$ cat src/hdl/cse_pkg.sv
// Shared types, constants and codes of the CIGAR sequence expander.
package cse_pkg;

   localparam int OP_LEN_BITS  = 28;
   localparam int CNT_BITS     = 28;
   localparam int LEN_EFF_BITS = (OP_LEN_BITS < CNT_BITS) ? OP_LEN_BITS : CNT_BITS;
   localparam int SUM_BITS     = CNT_BITS + 4;
   localparam logic [SUM_BITS-1:0] LEN_MAX =
      SUM_BITS'((64'd1 << LEN_EFF_BITS) - 64'd1);

   localparam int SYM_BITS    = 8;
   localparam int CSR_IDX_BITS = 1;

   localparam logic [CSR_IDX_BITS-1:0] REG_DELETION_FILL = 1'b0;
   localparam logic [CSR_IDX_BITS-1:0] REG_PAD_FILL      = 1'b1;

   localparam logic [SYM_BITS-1:0] DELETION_FILL_RESET = 8'd95;
   localparam logic [SYM_BITS-1:0] PAD_FILL_RESET      = 8'd45;

   localparam logic CMD_CIGAR = 1'b0;
   localparam logic CMD_BASE  = 1'b1;

   localparam int QUEUE_DEPTH = 2;
   localparam int PTR_BITS    = $clog2(QUEUE_DEPTH);
   localparam int FILL_BITS   = $clog2(QUEUE_DEPTH + 1);

   typedef enum logic [1:0] {
      ST_OK       = 2'd0,
      ST_BAD_OP   = 2'd1,
      ST_ORDER    = 2'd2,
      ST_OVERFLOW = 2'd3
   } status_type;

   typedef enum logic [2:0] {
      CLS_BASE  = 3'd0,
      CLS_DIGIT = 3'd1,
      CLS_COPY  = 3'd2,
      CLS_DEL   = 3'd3,
      CLS_PAD   = 3'd4,
      CLS_BAD   = 3'd5
   } class_type;

   typedef struct packed {
      class_type           cls;
      logic [3:0]          digit;
      logic [SYM_BITS-1:0] symbol;
   } entry_type;

endpackage

$ cat src/hdl/cse_front.sv
// Front end: takes input items and classifies each one for the back end.
module cse_front
   import cse_pkg::*;
(
   input  logic                req_valid,
   output logic                req_stall,
   input  logic                req_cmd,
   input  logic [SYM_BITS-1:0] req_symbol,
   input  logic                q_full,
   output logic                q_push,
   output entry_type           q_entry
);

   class_type           cls;
   logic [SYM_BITS-1:0] digit_full;

   always_comb begin
      if (req_cmd == CMD_BASE) begin
         cls = CLS_BASE;
      end else begin
         case (req_symbol) inside
            ["0":"9"]:                cls = CLS_DIGIT;
            "M", "=", "X", "I", "S":  cls = CLS_COPY;
            "D", "N":                 cls = CLS_DEL;
            "H", "P":                 cls = CLS_PAD;
            default:                  cls = CLS_BAD;
         endcase
      end
   end

   assign digit_full     = req_symbol - SYM_BITS'("0");
   assign q_entry.cls    = cls;
   assign q_entry.digit  = digit_full[3:0];
   assign q_entry.symbol = req_symbol;
   assign req_stall      = q_full;
   assign q_push         = req_valid && !q_full;

endmodule

$ cat src/hdl/cse_fifo.sv
// Short queue of classified items between the front end and the back end.
module cse_fifo
   import cse_pkg::*;
(
   input  logic      clock,
   input  logic      reset,
   input  logic      push,
   input  entry_type push_entry,
   input  logic      pop,
   output logic      full,
   output logic      head_valid,
   output entry_type head_entry
);

   entry_type             entries_ff [QUEUE_DEPTH];
   logic [PTR_BITS-1:0]   wr_ptr_ff, wr_ptr_in;
   logic [PTR_BITS-1:0]   rd_ptr_ff, rd_ptr_in;
   logic [FILL_BITS-1:0]  count_ff, count_in;

   function automatic logic [PTR_BITS-1:0] next_ptr(input logic [PTR_BITS-1:0] p);
      if (p == PTR_BITS'(QUEUE_DEPTH - 1)) begin
         return '0;
      end
      return p + PTR_BITS'(1);
   endfunction

   assign full       = (count_ff == FILL_BITS'(QUEUE_DEPTH));
   assign head_valid = (count_ff != '0);
   assign head_entry = entries_ff[rd_ptr_ff];

   always_comb begin
      wr_ptr_in = push ? next_ptr(wr_ptr_ff) : wr_ptr_ff;
      rd_ptr_in = pop ? next_ptr(rd_ptr_ff) : rd_ptr_ff;
      count_in  = count_ff;
      if (push && !pop) begin
         count_in = count_ff + FILL_BITS'(1);
      end else if (pop && !push) begin
         count_in = count_ff - FILL_BITS'(1);
      end
   end

   always_ff @(posedge clock) begin
      if (reset) begin
         wr_ptr_ff <= '0;
         rd_ptr_ff <= '0;
         count_ff  <= '0;
      end else begin
         wr_ptr_ff <= wr_ptr_in;
         rd_ptr_ff <= rd_ptr_in;
         count_ff  <= count_in;
      end
   end

   always_ff @(posedge clock) begin
      if (push) begin
         entries_ff[wr_ptr_ff] <= push_entry;
      end
   end

endmodule

$ cat src/hdl/cse_back.sv
// Back end: runs the length and base counters and drives the result register.
module cse_back
   import cse_pkg::*;
(
   input  logic                    clock,
   input  logic                    reset,
   input  logic                    csr_write,
   input  logic [CSR_IDX_BITS-1:0] csr_index,
   input  logic [SYM_BITS-1:0]     csr_wdata,
   input  logic                    head_valid,
   input  entry_type               head_entry,
   output logic                    pop,
   output logic                    rsp_valid,
   input  logic                    rsp_stall,
   output logic [SYM_BITS-1:0]     rsp_out_char,
   output logic [CNT_BITS-1:0]     rsp_repeat_count,
   output logic [1:0]              rsp_status
);

   logic [SYM_BITS-1:0] deletion_fill_ff, deletion_fill_in;
   logic [SYM_BITS-1:0] pad_fill_ff, pad_fill_in;
   logic [CNT_BITS-1:0] acc_ff, acc_in;
   logic [CNT_BITS-1:0] bases_ff, bases_in;
   logic                rsp_valid_ff, rsp_valid_in;
   logic [SYM_BITS-1:0] out_char_ff, out_char_in;
   logic [CNT_BITS-1:0] count_ff, count_in;
   status_type          status_ff, status_in;

   logic [SUM_BITS-1:0] acc_wide;
   logic [SUM_BITS-1:0] next_len;
   logic                emit;
   logic [SYM_BITS-1:0] e_char;
   logic [CNT_BITS-1:0] e_count;
   status_type          e_status;

   assign pop      = head_valid && (!rsp_valid_ff || !rsp_stall);
   assign acc_wide = SUM_BITS'(acc_ff);
   assign next_len = (acc_wide << 3) + (acc_wide << 1) + SUM_BITS'(head_entry.digit);

   always_comb begin
      acc_in   = acc_ff;
      bases_in = bases_ff;
      emit     = 1'b0;
      e_char   = '0;
      e_count  = '0;
      e_status = ST_OK;
      if (head_entry.cls == CLS_BASE) begin
         emit = 1'b1;
         if (bases_ff == '0) begin
            e_status = ST_ORDER;
         end else begin
            bases_in = bases_ff - CNT_BITS'(1);
            e_char   = head_entry.symbol;
            e_count  = CNT_BITS'(1);
         end
      end else if (bases_ff != '0) begin
         bases_in = '0;
         acc_in   = '0;
         emit     = 1'b1;
         e_status = ST_ORDER;
      end else if (head_entry.cls == CLS_DIGIT) begin
         if (next_len > LEN_MAX) begin
            acc_in   = '0;
            emit     = 1'b1;
            e_status = ST_OVERFLOW;
         end else begin
            acc_in = next_len[CNT_BITS-1:0];
         end
      end else begin
         acc_in = '0;
         case (head_entry.cls)
            CLS_COPY: begin
               bases_in = acc_ff;
            end
            CLS_DEL: begin
               emit    = (acc_ff != '0);
               e_char  = deletion_fill_ff;
               e_count = acc_ff;
            end
            CLS_PAD: begin
               emit    = (acc_ff != '0);
               e_char  = pad_fill_ff;
               e_count = acc_ff;
            end
            default: begin
               emit     = 1'b1;
               e_status = ST_BAD_OP;
            end
         endcase
      end
   end

   always_comb begin
      deletion_fill_in = deletion_fill_ff;
      pad_fill_in      = pad_fill_ff;
      if (csr_write && csr_index == REG_DELETION_FILL) begin
         deletion_fill_in = csr_wdata;
      end
      if (csr_write && csr_index == REG_PAD_FILL) begin
         pad_fill_in = csr_wdata;
      end
   end

   always_comb begin
      rsp_valid_in = rsp_valid_ff;
      out_char_in  = out_char_ff;
      count_in     = count_ff;
      status_in    = status_ff;
      if (pop) begin
         rsp_valid_in = emit;
         if (emit) begin
            out_char_in = e_char;
            count_in    = e_count;
            status_in   = e_status;
         end
      end else if (!rsp_stall) begin
         rsp_valid_in = 1'b0;
      end
   end

   always_ff @(posedge clock) begin
      if (reset) begin
         deletion_fill_ff <= DELETION_FILL_RESET;
         pad_fill_ff      <= PAD_FILL_RESET;
         acc_ff           <= '0;
         bases_ff         <= '0;
         rsp_valid_ff     <= 1'b0;
      end else begin
         deletion_fill_ff <= deletion_fill_in;
         pad_fill_ff      <= pad_fill_in;
         acc_ff           <= pop ? acc_in : acc_ff;
         bases_ff         <= pop ? bases_in : bases_ff;
         rsp_valid_ff     <= rsp_valid_in;
      end
   end

   always_ff @(posedge clock) begin
      out_char_ff <= out_char_in;
      count_ff    <= count_in;
      status_ff   <= status_in;
   end

   assign rsp_valid        = rsp_valid_ff;
   assign rsp_out_char     = out_char_ff;
   assign rsp_repeat_count = count_ff;
   assign rsp_status       = status_ff;

endmodule

$ cat src/hdl/cigar_sequence_expander_top.sv
// Top level of the CIGAR sequence expander: front end, item queue and back end.
// An accepted item is written into the queue; from the queue head the back end
// takes it and registers its result, if any, in the result register.
// Throughput is one item per cycle while the result output is not stalled.
// Synchronous reset empties the queue, clears both counters and the result
// valid flag, and loads the fill registers with 95 and 45.
module cigar_sequence_expander_top
   import cse_pkg::*;
(
   input  logic                    clock,
   input  logic                    reset,
   input  logic                    csr_write,
   input  logic [CSR_IDX_BITS-1:0] csr_index,
   input  logic [SYM_BITS-1:0]     csr_wdata,
   input  logic                    req_valid,
   output logic                    req_stall,
   input  logic                    req_cmd,
   input  logic [SYM_BITS-1:0]     req_symbol,
   output logic                    rsp_valid,
   input  logic                    rsp_stall,
   output logic [SYM_BITS-1:0]     rsp_out_char,
   output logic [CNT_BITS-1:0]     rsp_repeat_count,
   output logic [1:0]              rsp_status
);

   logic      q_full;
   logic      q_push;
   logic      q_pop;
   logic      q_head_valid;
   entry_type q_push_entry;
   entry_type q_head_entry;

   cse_front u_front (
      .req_valid  (req_valid),
      .req_stall  (req_stall),
      .req_cmd    (req_cmd),
      .req_symbol (req_symbol),
      .q_full     (q_full),
      .q_push     (q_push),
      .q_entry    (q_push_entry)
   );

   cse_fifo u_fifo (
      .clock      (clock),
      .reset      (reset),
      .push       (q_push),
      .push_entry (q_push_entry),
      .pop        (q_pop),
      .full       (q_full),
      .head_valid (q_head_valid),
      .head_entry (q_head_entry)
   );

   cse_back u_back (
      .clock            (clock),
      .reset            (reset),
      .csr_write        (csr_write),
      .csr_index        (csr_index),
      .csr_wdata        (csr_wdata),
      .head_valid       (q_head_valid),
      .head_entry       (q_head_entry),
      .pop              (q_pop),
      .rsp_valid        (rsp_valid),
      .rsp_stall        (rsp_stall),
      .rsp_out_char     (rsp_out_char),
      .rsp_repeat_count (rsp_repeat_count),
      .rsp_status       (rsp_status)
   );

endmodule

$ cat config.mk
export PLATFORM = sky130hd
export DESIGN_NAME = cigar_sequence_expander_top
export DESIGN_NICKNAME = d
export VERILOG_FILES = /design/src/hdl/cse_pkg.sv /design/src/hdl/cse_front.sv /design/src/hdl/cse_fifo.sv /design/src/hdl/cse_back.sv /design/src/hdl/cigar_sequence_expander_top.sv
export SDC_FILE = /design/constraint.sdc
export NUM_CORES = 1
export LEC_CHECK = 0
export BUFFER_PORTS_ARGS = -buffer_cell sky130_fd_sc_hd__buf_2
export CORE_ASPECT_RATIO = 0.5
export CORE_MARGIN = 3
export CORE_UTILIZATION = 55
export DETAILED_ROUTE_END_ITERATION = 16
export GPL_TIMING_DRIVEN = 0
export PLACE_DENSITY = 0.8
export SLEW_MARGIN = 20
export SYNTH_ARGS = -nofsm -noshare
export SYNTH_HDL_FRONTEND = slang
export SYNTH_SLANG_ARGS = --single-unit
$ cat constraint.sdc
create_clock -name clock -period 7 [get_ports clock]
set_input_delay 0.35 -clock clock [delete_from_list [all_inputs] [get_ports clock]]
set_output_delay 0.35 -clock clock [all_outputs]
set_load 0.03 [all_outputs]
==> impl_table.tex, run 1 <==
\begin{tabular}{lr}
\hline
Metric & Value \\
\hline
\multicolumn{2}{l}{\textbf{Yosys}} \\
Portion of netlist area occupied by mux cells & 2.01\% \\
Simple-gate portion of the synthesized area & 21.4\% \\
Mapped Nets & 987 \\
Number of synthesized flops with an enable pin & 60 \\
Main combinational cell family by area after synthesis & simple AND/OR/NAND/NOR gates \\
Yosys warning total & 0 \\
Area fraction in compound gates after synthesis & 19.7\% \\
Post-synthesis cell type count & 85 \\
Post-synthesis area per instance & 9.22 um\^{}2 \\
Number of instances in the synthesized netlist & 905 \\
Proportion of synthesized chip area in sequential cells & 40.3\% \\
Area share of xor/xnor cells in the synthesized design & 3.78\% \\
Top FF cell, synth & dfxtp\_1 \\
Post-Syn Area & 8350 um\^{}2 \\
\#FFs+latches synth & 138 \\
Share of synthesized registers carrying an async set or reset & 0\% \\
Post-synthesis adder-cell area fraction & 9.02\% \\
\multicolumn{2}{l}{\textbf{Global route}} \\
Vias in the first global route & 7015 \\
GRT Residual Overflow & 0 \\
Number of antenna violations at the first check in global routing & 0 \\
First-pass GRT wire length & 37.0 mm \\
Pin count of the biggest net entering global routing & 21 \\
Overall global routing resource usage & 27.5\% \\
\multicolumn{2}{l}{\textbf{Routing}} \\
Pre-Repair DR Iteration Count & 5 \\
Wire length per cell & 19.3 um \\
Routed via count & 7523 \\
Number of remaining DRC errors & 0 \\
Total length of routed wires & 23.1 mm \\
Number of nets with antenna violations after routing & 0 \\
Routed vias/inst & 6.30 \\
Number of DRC markers after the initial detailed-route iteration & 863 \\
\multicolumn{2}{l}{\textbf{Clocking}} \\
Worst-path clk slew & 0.07 ns \\
Post-CTS setup-driven buffer insertion count & 0 \\
Maximum clock path buffer count & 2 \\
Later-pin clock latency in the skew report & 0.43 ns \\
Clk sink count & 138 \\
Number of clock buffers inserted by TritonCTS & 17 \\
Max H-tree Level & 4 \\
PostCTS Resize Cnt & 0 \\
Cell at the root of the clock tree & clkbuf\_16 \\
CTS Hold Bufs & 0 \\
Clock tree from TritonCTS & yes \\
\multicolumn{2}{l}{\textbf{Final layout}} \\
Final layout net count & 1066 \\
Total area of multi-input combinational cells & 4680 um\^{}2 \\
Post-route insts no fill & 1195 \\
Filler Cells Inserted & 1218 \\
Share of post-route cells with drive strength above 1 & 17.2\% \\
Most frequent cells in the layout & nand2\_1, dfxtp\_1, a21oi\_1, buf\_2, nor2\_1 \\
Leading cell type in the layout, fill and taps excluded & nand2\_1 \\
FF+latch area & 3360 um\^{}2 \\
Diodes inserted & 0 \\
Area growth from synthesis to final layout & 14.1\% \\
\multicolumn{2}{l}{\textbf{Timing}} \\
Hold Vio Cnt, Final & 0 \\
Timing-limited maximum frequency & 191 MHz \\
Worst-case clock skew & 0.0114 ns \\
Fraction of the cycle the final worst path needs & 74.8\% \\
Transition at the pin with the smallest max-transition slack & 1.02 ns \\
Relative max-transition margin & 31.5\% \\
Final min period & 5.24 ns \\
Accumulated negative setup slack & 0 ns \\
Setup repair after global routing missed its margin & no \\
Setup violation total in the final timing report & 0 \\
Max-slew violation count & 0 \\
\multicolumn{2}{l}{\textbf{Place}} \\
Weighted congestion reported at the end of routability-driven placement & 1.01 \\
Total instance count after detailed placement & 1163 \\
Post-detailed-placement half-perimeter wirelength & 16.2 mm \\
Count of buffers inserted at the top-level ports & 59 \\
\multicolumn{2}{l}{\textbf{Die}} \\
X dimension of the die & 180 um \\
Total die area & 16800 um\^{}2 \\
Core Rows & 31 \\
Standard cell core area & 14700 um\^{}2 \\
Total I/O pin count & 63 \\
Effective utilization at floorplan & 56.9\% \\
Die boundary height & 93.1 um \\
\multicolumn{2}{l}{\textbf{Worst setup path}} \\
Critical Path AT & 5.36 ns \\
Endpoint class of the critical path & flop \\
Kind of start point of the critical path & flop \\
Path type of the worst setup path & flop to flop \\
Critical Path Fanout Max & 20 \\
Required time reported for the critical path endpoint & 7.13 ns \\
\multicolumn{2}{l}{\textbf{Power}} \\
PwrDens & 449 nW/um\^{}2 \\
Reported leakage power & 0.00398 uW \\
Highest ir drop seen on vdd & 309 uV \\
\multicolumn{2}{l}{\textbf{Worst hold path}} \\
Tightest Hold Check Type & input port to flop \\
\multicolumn{2}{l}{\textbf{Flow run}} \\
Total of max-cap violations & 0 \\
\multicolumn{2}{l}{\textbf{Run status}} \\
Result of the run & completed \\
\hline
\end{tabular}
[final timing paths]
path                         start                           to  slack, ns  cells after the start
max                           flop  u_back.rsp_repeat_count[14]       1.76                     15
min                   csr_wdata[6]   u_back.deletion_fill_ff[6]       0.13                      2
max reg2reg                   flop  u_back.rsp_repeat_count[14]       1.76                     15
min reg2reg  u_back.pad_fill_ff[7]        u_back.pad_fill_ff[7]       0.46                      2
[area by class of cell]
type | count | area share [%]
clock buffer | 17 | 4.47
clock inverter | 15 | 1.76
tap | 198 | 2.60
sequential | 138 | 35.3
buffer | 45 | 2.67
multi-input combinational | 705 | 49.1
inverter | 17 | 0.670
timing repair buffer | 60 | 3.39
[critical path, cell delays in order (launching register included)]
cell       delay, ns
dfxtp_1         0.30
buf_2           0.17
buf_2           0.30
mux2_2          0.41
ha_1            0.30
ha_1            0.23
fa_1            0.44
a211oi_1        0.42
o211ai_2        0.19
nand3_1         0.13
o2111ai_1       0.31
a21oi_1         0.33
xor2_1          0.19
and4_1          0.30
o21ai_4         0.65
buf_16          0.24
[logic make-up after synthesis]
group | Yosys count
AOI/OAI and AO/OA | 250
xor gates and xnor gates | 36
adders and majority gates | 59
buffers and inverters | 62
DFF | 138
muxes | 16
and+or+nand+nor | 344
[per-layer routing]
layer	track usage [%]	up-vias	wire length, um
li1	-	3511	-
met1	37.6	3563	9870
met2	43.2	414	10400
met3	7.69	35	2450
met4	7.91	0	322
met5	0	-	0
[report_power, final]
group | internal, uW | switching, uW | total [uW]
clock | 509 | 406 | 915
combinational | 635 | 1520 | 2160
sequential | 1120 | 92.9 | 1210
[metrics by stage]
step           hold WS [ns]  util, %  power (uW)  instance area [um^2]  worst slack (ns)
2_1_floorplan         0.436        -        2700                  8350             0.630
3_3_place_gp          0.445     60.6        3230                  8890             -1.29
3_5_place_dp          0.450     60.9        3300                  8930              1.97
4_1_cts               0.128     65.0        4230                  9520              1.85
5_1_grt               0.138     65.0        4490                  9520              1.56
6_report              0.130     65.0        4280                  9520              1.76
[registers in the layout (all words and copies together), names as in the netlist, 8 cells and up, named ones only]
register                 cells
u_back.deletion_fill_ff      8
u_back.acc_ff               28
u_back.rsp_repeat_count     28
u_back.pad_fill_ff           8
u_back.rsp_out_char          8
u_fifo.entries_ff           22
u_back.bases_ff             28
[synthesized netlist by cell type, types with 5 or more instances]
cell type | number | area (um^2)
a21o_1 | 10 | 75.1
inv_1 | 17 | 63.8
nor4_1 | 15 | 93.8
a22oi_1 | 15 | 113
xor2_1 | 17 | 149
nand3_1 | 23 | 115
buf_4 | 5 | 37.5
nor2_1 | 67 | 251
o21bai_1 | 6 | 45.0
a21oi_1 | 73 | 365
xnor2_1 | 19 | 166
clkbuf_1 | 22 | 82.6
o21ai_2 | 20 | 175
nand2b_1 | 5 | 31.3
and3_1 | 33 | 206
buf_6 | 5 | 56.3
o21ai_0 | 54 | 270
edfxtp_1 | 60 | 1800
dfxtp_1 | 78 | 1560
nor3_1 | 27 | 135
nand2_1 | 107 | 402
nand4_1 | 10 | 62.6
nor2b_1 | 14 | 87.6
a211oi_1 | 12 | 90.1
a211o_1 | 11 | 96.3
o21a_1 | 6 | 45.0
buf_2 | 11 | 55.1
o22ai_1 | 6 | 37.5
ha_1 | 57 | 713
mux2i_1 | 12 | 120
(Power assumes the default switching activity.)
==> run 2: changes to the inputs <==
ABC_AREA = 1   (was not set)
clock period = 5.5 ns   (was 7 ns; I/O delays follow)
==> run 2 against run 1 <==
  * Wire length is 0.29% higher
  * Die area is 2.1% higher
  * Clock-buffer cell count stayed put
  * Critical path type unchanged
  * Maximum frequency is 5.2% higher
  * Global-route usage is 0.45 points lower
  * Via count is 6.2% higher
==> impl_table.tex, run 2 <==
\begin{tabular}{lr}
\hline
Metric & Value \\
\hline
\multicolumn{2}{l}{\textbf{Final layout}} \\
Share of post-route cells with drive strength above 1 & 10.9\% \\
FF+latch area & 3360 um\^{}2 \\
Diodes inserted & 0 \\
Total area of multi-input combinational cells & 4430 um\^{}2 \\
Leading cell type in the layout, fill and taps excluded & nand2\_1 \\
Area growth from synthesis to final layout & 13.6\% \\
Final layout net count & 1293 \\
Most frequent cells in the layout & nand2\_1, inv\_1, nor2\_1, a21oi\_1, dfxtp\_1 \\
Filler Cells Inserted & 1287 \\
\multicolumn{2}{l}{\textbf{Worst setup path}} \\
Reg-to-Reg End & u\_back.rsp\_repeat\_count[26] \\
Depth of the most critical reg-to-reg path & 19 \\
Path type of the worst setup path & flop to flop \\
Required time reported for the critical path endpoint & 5.55 ns \\
Critical Path Fanout Max & 38 \\
Endpoint class of the critical path & flop \\
Critical Path AT & 5.03 ns \\
Kind of start point of the critical path & flop \\
Reg-to-reg slack, setup & 0.52 ns \\
\multicolumn{2}{l}{\textbf{Global route}} \\
Vias in the first global route & 7337 \\
Number of antenna violations at the first check in global routing & 0 \\
Most utilized layer in the global route result & met2 \\
Pin count of the biggest net entering global routing & 39 \\
M1 GR Usage & 37.1\% \\
GRT Residual Overflow & 0 \\
Met3 track demand over resource in global routing & 7.23\% \\
Grt met2 use & 42.0\% \\
Overall global routing resource usage & 27.1\% \\
First-pass GRT wire length & 36.5 mm \\
\multicolumn{2}{l}{\textbf{Timing}} \\
Accumulated negative setup slack & 0 ns \\
Relative max-transition margin & 37.4\% \\
Setup violation total in the final timing report & 0 \\
Min Hold Slack & 0.0508 ns \\
Max-slew violation count & 0 \\
Final min period & 4.98 ns \\
Timing-limited maximum frequency & 201 MHz \\
Worst-case clock skew & 0.0145 ns \\
Min setup slack post-route & 0.522 ns \\
Setup repair after global routing missed its margin & no \\
Hold Vio Cnt, Final & 0 \\
Transition at the pin with the smallest max-transition slack & 0.935 ns \\
Fraction of the cycle the final worst path needs & 90.5\% \\
\multicolumn{2}{l}{\textbf{Yosys}} \\
\#FFs+latches synth & 138 \\
Mapped Nets & 1213 \\
Share of the synthesized area in the top cell type & 21.1\% \\
Cell type with the largest total area after synthesis & edfxtp\_1 \\
Number of instances in the synthesized netlist & 1131 \\
Post-synthesis cell type count & 47 \\
Share of synthesized registers carrying an async set or reset & 0\% \\
Top FF cell, synth & dfxtp\_1 \\
Yosys warning total & 0 \\
Proportion of synthesized chip area in sequential cells & 39.4\% \\
Post-synthesis area per instance & 7.54 um\^{}2 \\
Leading cell types by total area after synthesis & edfxtp\_1, dfxtp\_1, nand2\_1, ha\_1, inv\_1 \\
Number of synthesized flops with an enable pin & 60 \\
Post-Syn Area & 8530 um\^{}2 \\
Top cell types by occurrence after synthesis & nand2\_1, inv\_1, nor2\_1 \\
Most repeated cell in the gate-level netlist after synthesis & nand2\_1 \\
\multicolumn{2}{l}{\textbf{Routing}} \\
Number of nets with antenna violations after routing & 0 \\
Total length of routed wires & 23.1 mm \\
Routed via count & 7988 \\
Wire length per cell & 16.3 um \\
Number of remaining DRC errors & 0 \\
Number of DRC markers after the initial detailed-route iteration & 656 \\
Pre-Repair DR Iteration Count & 5 \\
Routed vias/inst & 5.62 \\
\multicolumn{2}{l}{\textbf{Power}} \\
Highest ir drop seen on vdd & 367 uV \\
Power share of the sequential group & 35.0\% \\
Share of total power in the clock network & 27.7\% \\
PwrDens & 445 nW/um\^{}2 \\
Power spent charging and discharging nets & 1800 uW \\
Net switching fraction of the power & 41.7\% \\
Reported leakage power & 0.00444 uW \\
Comb power frac & 37.2\% \\
Internal cell power & 2510 uW \\
\multicolumn{2}{l}{\textbf{Clocking}} \\
Later-pin clock latency in the skew report & 0.43 ns \\
Max H-tree Level & 4 \\
Clock tree from TritonCTS & yes \\
CTS Hold Bufs & 0 \\
Post-CTS setup-driven buffer insertion count & 0 \\
PostCTS Resize Cnt & 0 \\
Worst-path clk slew & 0.07 ns \\
Cell at the root of the clock tree & clkbuf\_16 \\
Number of clock buffers inserted by TritonCTS & 17 \\
Clk sink count & 138 \\
Maximum clock path buffer count & 2 \\
\multicolumn{2}{l}{\textbf{Die}} \\
Standard cell core area & 14800 um\^{}2 \\
Effective utilization at floorplan & 57.6\% \\
Die boundary height & 94.1 um \\
Total I/O pin count & 63 \\
X dimension of the die & 182 um \\
Total die area & 17100 um\^{}2 \\
Core Rows & 31 \\
\multicolumn{2}{l}{\textbf{Flow run}} \\
Total of max-cap violations & 0 \\
\multicolumn{2}{l}{\textbf{Place}} \\
Count of buffers inserted at the top-level ports & 61 \\
Weighted congestion reported at the end of routability-driven placement & 0.966 \\
Post-detailed-placement half-perimeter wirelength & 17.5 mm \\
Pre-CTS setup slack & 0.594 ns \\
\multicolumn{2}{l}{\textbf{Worst hold path}} \\
Hold Crit Start & req\_symbol[2] \\
Hold worst-path end & u\_fifo.entries\_ff[1][10] \\
Worst hold path cell count & 1 \\
Tightest Hold Check Type & input port to flop \\
\multicolumn{2}{l}{\textbf{Run status}} \\
Result of the run & completed \\
\hline
\end{tabular}
[run 2: cell types whose count changed in the layout (fill, tap and decap cells not counted), sizes merged, moves of 12 or more]
cell,previous run,this run
a21oi,74,89
a31oi,4,17
and3,33,0
inv,27,159
nand2,109,250
nand3,24,54
nor2,69,148
nor2b,14,0
nor3,29,17
[run 2: metrics by stage]
stage / std cells / utilization, % / cell area (um^2) / power (uW)
after detailed placement: 1390 / 61.3 / 9080 / 3110
after global placement: 1390 / 61.3 / 9080 / 3060
after CTS: 1422 / 65.4 / 9690 / 4300
final: 1422 / 65.4 / 9690 / 4310
after floorplan: 1131 / - / 8530 / 2670
after global routing: 1422 / 65.4 / 9690 / 4520
[run 2: metal layers]
layer  up-vias  wire length, um
li1       3929                -
met1      3693            10300
met2       322            10000
met3        44             2290
met4         0              538
met5         -                0
[run 2: critical path, cell delays in order (launching register included)]
cell	delay, ns
dfxtp_1	0.33
buf_2	0.22
clkbuf_1	0.35
mux2_2	0.44
ha_1	0.29
ha_1	0.23
fa_1	0.47
nand3_1	0.12
nand3_1	0.22
nand3_1	0.15
nand3_1	0.18
nand2_1	0.14
nand3_1	0.08
nand2_1	0.09
nor2_1	0.04
nand2_1	0.22
nand2_1	0.15
nand3_1	0.09
nand2_1	0.08
inv_2	0.66
[run 2: cell families (layout without fill, tap and decap cells)]
kind of cell	Yosys count	count (layout)	synth area share [%]
adders and majority gates	59	59	8.83
xor gates and xnor gates	35	35	3.59
and+or+nand+nor	509	509	25.7
buffers and inverters	181	274	8.61
AOI/OAI and AO/OA	205	205	13.2
muxes	4	4	0.645
DFF	138	138	39.4
[run 2: final cells by class]
cell class | count | area share [%]
Multi-Input combinational cell | 812 | 45.8
Clock buffer | 17 | 4.39
Sequential cell | 138 | 34.7
Inverter | 150 | 5.81
Clock inverter | 15 | 1.85
Tap cell | 198 | 2.56
Timing Repair Buffer | 61 | 3.15
Buffer | 31 | 1.77
[run 2: power groups by stage]
stage | combinational, uW | clock (uW) | sequential [uW]
6_report | 1610 | 1200 | 1510
5_1_grt | 1740 | 1250 | 1540
4_1_cts | 1590 | 1200 | 1510
3_5_place_dp | 1580 | 0 | 1520
3_3_place_gp | 1540 | 0 | 1520
2_1_floorplan | 868 | 0 | 1800
[run 2: how the worst max path moves through the flow]
stage                     start                           to  slack [ns]  depth (start not counted)
after global routing       flop  u_back.rsp_repeat_count[24]        0.18                         19
after floorplan            flop       u_back.rsp_out_char[0]        1.32                         19
after CTS                  flop  u_back.rsp_repeat_count[26]        0.55                         19
final                      flop  u_back.rsp_repeat_count[26]        0.52                         19
after detailed placement   flop  u_back.rsp_repeat_count[26]        0.59                         19
after global placement     flop  u_back.rsp_repeat_count[27]        0.26                         19
